**src/rtl/core/crc_pkg.sv**
```systemverilog
// shared types and constants for the circle versus rectangle hit test core
package crc_pkg;

	localparam int unsigned FRAC_BITS_DEF = 16;

	localparam int unsigned ZSL_W  = 16;
	localparam int unsigned ADDR_W = 3;
	localparam int unsigned REM_W  = 33;
	localparam int unsigned VABS_W = 32;
	localparam int unsigned NUM_W  = 35;
	localparam int unsigned IN_W   = 288;
	localparam int unsigned OUT_W  = 8;

	localparam logic REG_ZERO_SPEED_LIMIT = 1'b0;

	localparam logic [ZSL_W-1:0] ZSL_RESET = 16'd1;

	typedef struct packed {
		logic [REM_W-1:0]  rem;
		logic [VABS_W-1:0] vabs;
		logic              neg;
		logic              sat;
	} div_in_t;

	typedef struct packed {
		logic valid;
		logic sweep;
		logic static_hit;
		logic still_x;
		logic still_y;
		logic inr_x;
		logic inr_y;
	} side_t;

endpackage

```
**src/rtl/core/crc_div_lane.sv**
```systemverilog
// pipelined slab time divider, one quotient bit per stage, saturated signed result
module crc_div_lane #(
	parameter int unsigned FRAC_BITS = crc_pkg::FRAC_BITS_DEF
) (
	input  logic                    clk,
	input  logic                    en,
	input  crc_pkg::div_in_t        din,
	output logic signed [FRAC_BITS+2:0] t_out
);

	localparam int unsigned N  = FRAC_BITS + 1;
	localparam int unsigned QW = FRAC_BITS + 1;
	localparam int unsigned TW = FRAC_BITS + 3;

	logic [crc_pkg::REM_W-1:0]  rem_sd  [N];
	logic [crc_pkg::VABS_W-1:0] vabs_sd [N];
	logic [QW-1:0]              q_sd    [N];
	logic                       neg_sd  [N];
	logic                       sat_sd  [N];

	for (genvar j = 0; j < N; j++) begin : g_stage
		logic [crc_pkg::REM_W:0]    trial;
		logic                       ge;
		logic [crc_pkg::REM_W:0]    diff;
		logic [crc_pkg::VABS_W-1:0] vabs_in;
		logic [QW-1:0]              q_in;
		logic                       neg_in;
		logic                       sat_in;

		if (j == 0) begin : g_first
			assign trial   = {1'b0, din.rem};
			assign vabs_in = din.vabs;
			assign q_in    = '0;
			assign neg_in  = din.neg;
			assign sat_in  = din.sat;
		end else begin : g_next
			assign trial   = {rem_sd[j-1], 1'b0};
			assign vabs_in = vabs_sd[j-1];
			assign q_in    = q_sd[j-1];
			assign neg_in  = neg_sd[j-1];
			assign sat_in  = sat_sd[j-1];
		end

		assign ge   = trial >= {2'b00, vabs_in};
		assign diff = ge ? (trial - {2'b00, vabs_in}) : trial;

		always_ff @(posedge clk) begin
			if (en) begin
				rem_sd[j]  <= diff[crc_pkg::REM_W-1:0];
				vabs_sd[j] <= vabs_in;
				q_sd[j]    <= {q_in[QW-2:0], ge};
				neg_sd[j]  <= neg_in;
				sat_sd[j]  <= sat_in;
			end
		end
	end

	logic [TW-1:0] mag;

	always_comb begin
		if (sat_sd[N-1]) begin
			mag = {{(TW-1){1'b0}}, 1'b1} << (FRAC_BITS + 1);
		end else begin
			mag = {2'b00, q_sd[N-1]};
		end
		t_out = neg_sd[N-1] ? -$signed(mag) : $signed(mag);
	end

endmodule

```
**config.mk**
```make
export PLATFORM = sky130hd
export DESIGN_NAME = crc_div_lane
export DESIGN_NICKNAME = d
export VERILOG_FILES = /design/src/rtl/core/crc_pkg.sv /design/src/rtl/core/crc_div_lane.sv
export SDC_FILE = /design/constraint.sdc
export NUM_CORES = 2
export LEC_CHECK = 0
export ABC_AREA = 1
export BUFFER_PORTS_ARGS = -buffer_cell sky130_fd_sc_hd__buf_4
export CORE_MARGIN = 2
export CORE_UTILIZATION = 45
export CTS_CLUSTER_DIAMETER = 120
export CTS_CLUSTER_SIZE = 24
export DETAILED_ROUTE_END_ITERATION = 8
export GPL_ROUTABILITY_DRIVEN = 0
export HOLD_SLACK_MARGIN = 0.03
export PLACE_DENSITY = 0.65
export SYNTH_ARGS = -nofsm -noshare
export SYNTH_HDL_FRONTEND = slang
export SYNTH_SLANG_ARGS = --single-unit
```
**constraint.sdc**
```tcl
create_clock -name clk -period 6.4 [get_ports clk]
set_input_delay 1.28 -clock clk [delete_from_list [all_inputs] [get_ports clk]]
set_output_delay 1.28 -clock clk [all_outputs]
set_load 0.01 [all_outputs]
```
**Word-level counts from Yosys, hierarchy flattened**

Memories as Yosys holds them, arrays and structs flattened.
Index checks and enable logic that the tools add are counted.
Widths: inputs -> output; s select.

- Add/subtract/negate cells: 18
- Magnitude comparators: 17
- Mux-type cells: 21

Operator list:

| operator | count |
|---|---|
| $mux 33 | 17 |
| $sub 33x32->33 | 17 |
| $ge 34x32->1 | 16 |
| $ge 33x32->1 | 1 |
| $mux 19 | 1 |
| $neg 19->19 | 1 |
| $mux 18 | 1 |
| $mux 1 | 2 |

- Register bits: 0
- Memory bits (writable): 1428
- Input bits: 69
- Output and inout bits: 19
- Logic and storage cells: 61
- Memories kept: 5

Memories:

| name | depth | bits a word | read ports | clocked after Yosys merged registers in | wr ports | line | text |
|---|---|---|---|---|---|---|---|
| rem_sd | 17 | 33 | 16 | 0 | 17 | crc_div_lane.sv:15 | `logic [crc_pkg::REM_W-1:0] rem_sd [N];` |
| vabs_sd | 17 | 32 | 16 | 0 | 17 | crc_div_lane.sv:16 | `logic [crc_pkg::VABS_W-1:0] vabs_sd [N];` |
| q_sd | 17 | 17 | 17 | 0 | 17 | crc_div_lane.sv:17 | `logic [QW-1:0] q_sd [N];` |
| neg_sd | 17 | 1 | 17 | 0 | 17 | crc_div_lane.sv:18 | `logic neg_sd [N];` |
| sat_sd | 17 | 1 | 17 | 0 | 17 | crc_div_lane.sv:19 | `logic sat_sd [N];` |

**Logic depth before layout (Yosys ltp)**

An unclocked memory read counts as a cell.

- Word-level depth: 4
- Depth in mapped cells: 16
- Depth with buffers taken out: 16

**Worst setup path after synthesis**

No wires, ideal clock.

- Path type: register -> output
- Start point: memory sat_sd[16][0], in the netlist sat_sd[2][0]
- End point: output t_out[14]
- Arrival time: 1.649 ns
- Required time: 5.120 ns
- Setup slack: 3.471 ns
- Cell stages (with the launch flop): 12
- Buffers on the path: 1
- Cell sequence: edfxtp_1 -> inv_2 -> buf_6 -> nand2_1 -> ha_1 -> nand2_1 -> nor2_1 -> nand4_1 -> nor2_1 -> nand2_1 -> nand2_1 -> xor2_1

RTL lines:

| element | line | text |
|---|---|---|
| start, declared | crc_div_lane.sv:19 |  |
| end, declared | crc_div_lane.sv:8 | `output logic signed [FRAC_BITS+2:0] t_out` |

==> key figures <==
Run status
  • Status: complete, no violations

CTS
  • H-Tree Level Count: 2
  • Postcts setup bufs: 0
  • CTS sink cnt: 1,227
  • CTS tree: built
  • CTS hold repair buffers: 0
  • Later-pin clock latency in the skew report: 810 ps
  • Clock transition at the registers of the reported paths: 90 ps
  • Root Buffer: clkbuf_16
  • Clock Tree Buf Depth: 3
  • CTS Buf Count: 60
  • Post_cts resized: 0

Yosys
  • Synth cell types: 48
  • Mapped cell area: 0.0904 mm²
  • Post-synth net total: 13,237
  • Syn avg cell area: 7.17 µm²
  • Main combinational cell family by area after synthesis: simple AND/OR/NAND/NOR gates
  • Gate Count Post-Synth: 12,608
  • Post-Synth XOR/XNOR Area: 0.0245
  • Post-synth top area share: 0.408
  • Number of synthesized flops with an enable pin: 1,227
  • Main area contributors after synthesis: edfxtp_1 (41%), nand2_1 (21%), inv_1 (11%)
  • Asr flop ratio synth: 0
  • Post-synth top flop: edfxtp_1
  • Synthesized flop and latch total: 1,227
  • Compound-Gate Fraction of Synth Area: 0.0234
  • Post-synthesis simple-gate area fraction: 0.339
  • Mux cell area share after synthesis: 0
  • Yosys warns: 0
  • Seq/Total Area, Yosys: 0.408
  • Most area-hungry cell type in the Yosys netlist: edfxtp_1
  • Synthesized-area fraction occupied by adder cells: 0.0788

Setup path
  • Worst setup path class: reg2out
  • CP Cell Sequence: inv_2, nand2_1, ha_1, nand2_1, nor2_1, nand4_1, nor2_1, nand2_1, nand2_1, xor2_1, buf_4
  • Required time worst endpoint: 5120 ps
  • Setup crit start kind: flop
  • Worst endpoint data arrival time: 3280 ps
  • Setup crit end kind: output port
  • Crit-path max FO: 21
  • Top cell by count, worst path: nand2_1
  • Slowest stage cell, crit path: xor2_1
  • CP max stage delay: 480 ps

STA
  • Setup ws final: 1840 ps
  • Period utilization: 0.713
  • Final Max Slew Viols: 0
  • Relative slew margins: 0.159
  • Final hold vios: 0
  • Hold Slack: 410 ps
  • Setup tns final: 0 ps
  • Fmax: 219 MHz
  • Tightest Pin Transition: 1260 ps
  • Worst-case clock skew: 95.7 ps
  • Final setup violation count: 0
  • RSZ-0062 raised after global routing: no
  • Tmin final: 4560 ps

Finish
  • Filler instances: 20,223
  • Final cell count without fillers: 15,277
  • Share of cells above drive strength 1: 0.0324
  • Nets: 13,236
  • Syn-to-layout area delta: 5.41%

Routing
  • Met3 wire len: 20.5 mm
  • Top layer in use: met5
  • Wire length per cell: 18.7 µm
  • Via count: 78,109
  • Routed wire length: 285 mm
  • Drt via density: 5.11
  • DR WL met2: 130 mm
  • DR iter-0 viols: 7,975
  • Met1 WL: 116 mm
  • Final ANT Viol Nets: 0
  • Drt drc: 0
  • Initial DRT Pass Iterations: 6

Floorplan
  • DIE HEIGHT: 452 µm
  • Cell row count: 164
  • Die width: 452 µm
  • Total die area: 0.204 mm²
  • Initial Utilization: 0.453
  • Core Region: 0.200 mm²
  • Io pins: 88

Global routing
  • Initial antenna violation count: 18
  • Number of global-route vias before repair: 72,297
  • First-pass GRT wire length: 432 mm
  • Total track usage: 0.274
  • Largest net degree at the start of global routing: 179
  • GR Overflow Total: 0

Flow run
  • MaxCap Viol Count: 0

Power and ir drop
  • Sw power: 21.0 mW
  • Cell Int Power: 21.3 mW
  • Worst vdd ir: 290 µV
  • Leakage: 51.2 nW
  • Part of the power in registers: 0.328
  • Switching Fraction: 0.497
  • Comb power frac: 0.568
  • PD cells: 443 mW/mm²
  • Clock power share: 0.104

Placed design
  • Placed cells: 15,201
  • Pre-CTS setup slack: 2690 ps
  • Post-DP HPWL: 230 mm
  • Buffers added on ports: 87

Hold path
  • Worst hold path type: reg2reg
## cell type report
class	count	area, µm²	area share
Sequential cell	1227	36800	0.387
Timing Repair Buffer	131	1070	0.0112
Tap cell	2656	3320	0.0349
Clock inverter	13	208	0.00218
Antenna cell	2	5.00	0.0000525
Clock buffer	61	1510	0.0158
Inverter	2716	10200	0.107
Multi-Input combinational cell	8471	42100	0.442
## Yosys cell counts (2+ instances only)
cell,number
o21ai_0,36
buf_6,48
edfxtp_1,1227
nor3b_1,9
inv_2,23
a21oi_1,327
nor2_2,63
nand3b_1,41
xnor2_1,23
inv_1,2692
and2_2,2
a21o_1,5
nor2_1,628
nand2_1,5113
o21bai_1,16
ha_1,544
nand4_4,6
nor3_1,134
o211ai_1,2
fa_1,16
nand4_1,533
or2_1,10
nor4b_2,2
o21ai_1,18
nand4_2,7
nor2_4,3
nand3_1,497
or2_2,27
buf_2,114
nand3_4,11
nand2_2,35
nand3_2,22
clkbuf_1,29
and2_1,102
xor2_1,230
## flip-flops by register name, indices dropped and copies added (netlist names)
register and cells:
sat_sd 17, rem_sd 528, vabs_sd 512, q_sd 153
neg_sd 17
## stage by stage
stage	total power [mW]	cell area [µm²]	utilization
2_1_floorplan	30.1	90400	-
3_3_place_gp	37.4	93600	0.469
3_5_place_dp	37.5	93600	0.469
4_1_cts	42.0	95300	0.477
5_1_grt	45.8	95300	0.477
6_report	42.2	95300	0.477
## power by group through the flow
stage               sequential [mW]  combinational [mW]  clock (mW)
floorplan                      12.7                17.4           0
global placement               14.0                23.5           0
detailed placement             14.0                23.5           0
CTS                            13.8                23.6        4.54
global route                   13.9                27.1        4.78
finish                         13.8                24.0        4.40
## logic make-up after synthesis
group / Yosys count
XOR/XNOR: 253
flip-flops: 1227
buffers and inverters: 2910
adder cells (fa/ha/maj): 560
AND/OR/NAND/NOR: 7249
AO/OA/AOI/OAI: 409
## layer usage
metal / vias up / GRT usage
li1: 39243 / -
met1: 35388 / 0.348
met2: 2823 / 0.454
met3: 639 / 0.0363
met4: 16 / 0.148
met5: - / 0
## placed cells by master (no fill, tap or decap), types with 16 or more instances in the layout
cell type and n:
a21oi_1 327, and2_1 102, buf_4 124, clkbuf_16 60
edfxtp_1 1227, fa_1 16, ha_1 544, inv_1 2692
inv_2 23, nand2_1 5113, nand2_2 35, nand3_1 497
nand3_2 22, nand3b_1 41, nand4_1 533, nor2_1 626
nor2_2 61, nor3_1 134, o21ai_0 36, o21ai_1 18
o21bai_1 16, or2_2 27, xnor2_1 23, xor2_1 230
## final timing paths
path | from | endpoint | cells past startpoint | slack (ps)
max | sat_sd[2][0]$_DFFE_PP_ | t_out[14] | 11 | 1840
min | q_sd[7][7]$_DFFE_PP_ | q_sd[8][8]$_DFFE_PP_ | 0 | 410
max reg2reg | vabs_sd[0][423]$_DFFE_PP_ | rem_sd[0][487]$_DFFE_PP_ | 14 | 2740
min reg2reg | q_sd[7][7]$_DFFE_PP_ | q_sd[8][8]$_DFFE_PP_ | 0 | 410
## critical path: cells and delay by family, from the launching register on
family,cells,cell delay (ps)
xor+xnor,1,480
fa+ha+maj,1,190
buf+inv,2,390
flops,1,420
simple gates,7,1010
Note: power is estimated with default switching activity, not from simulation.
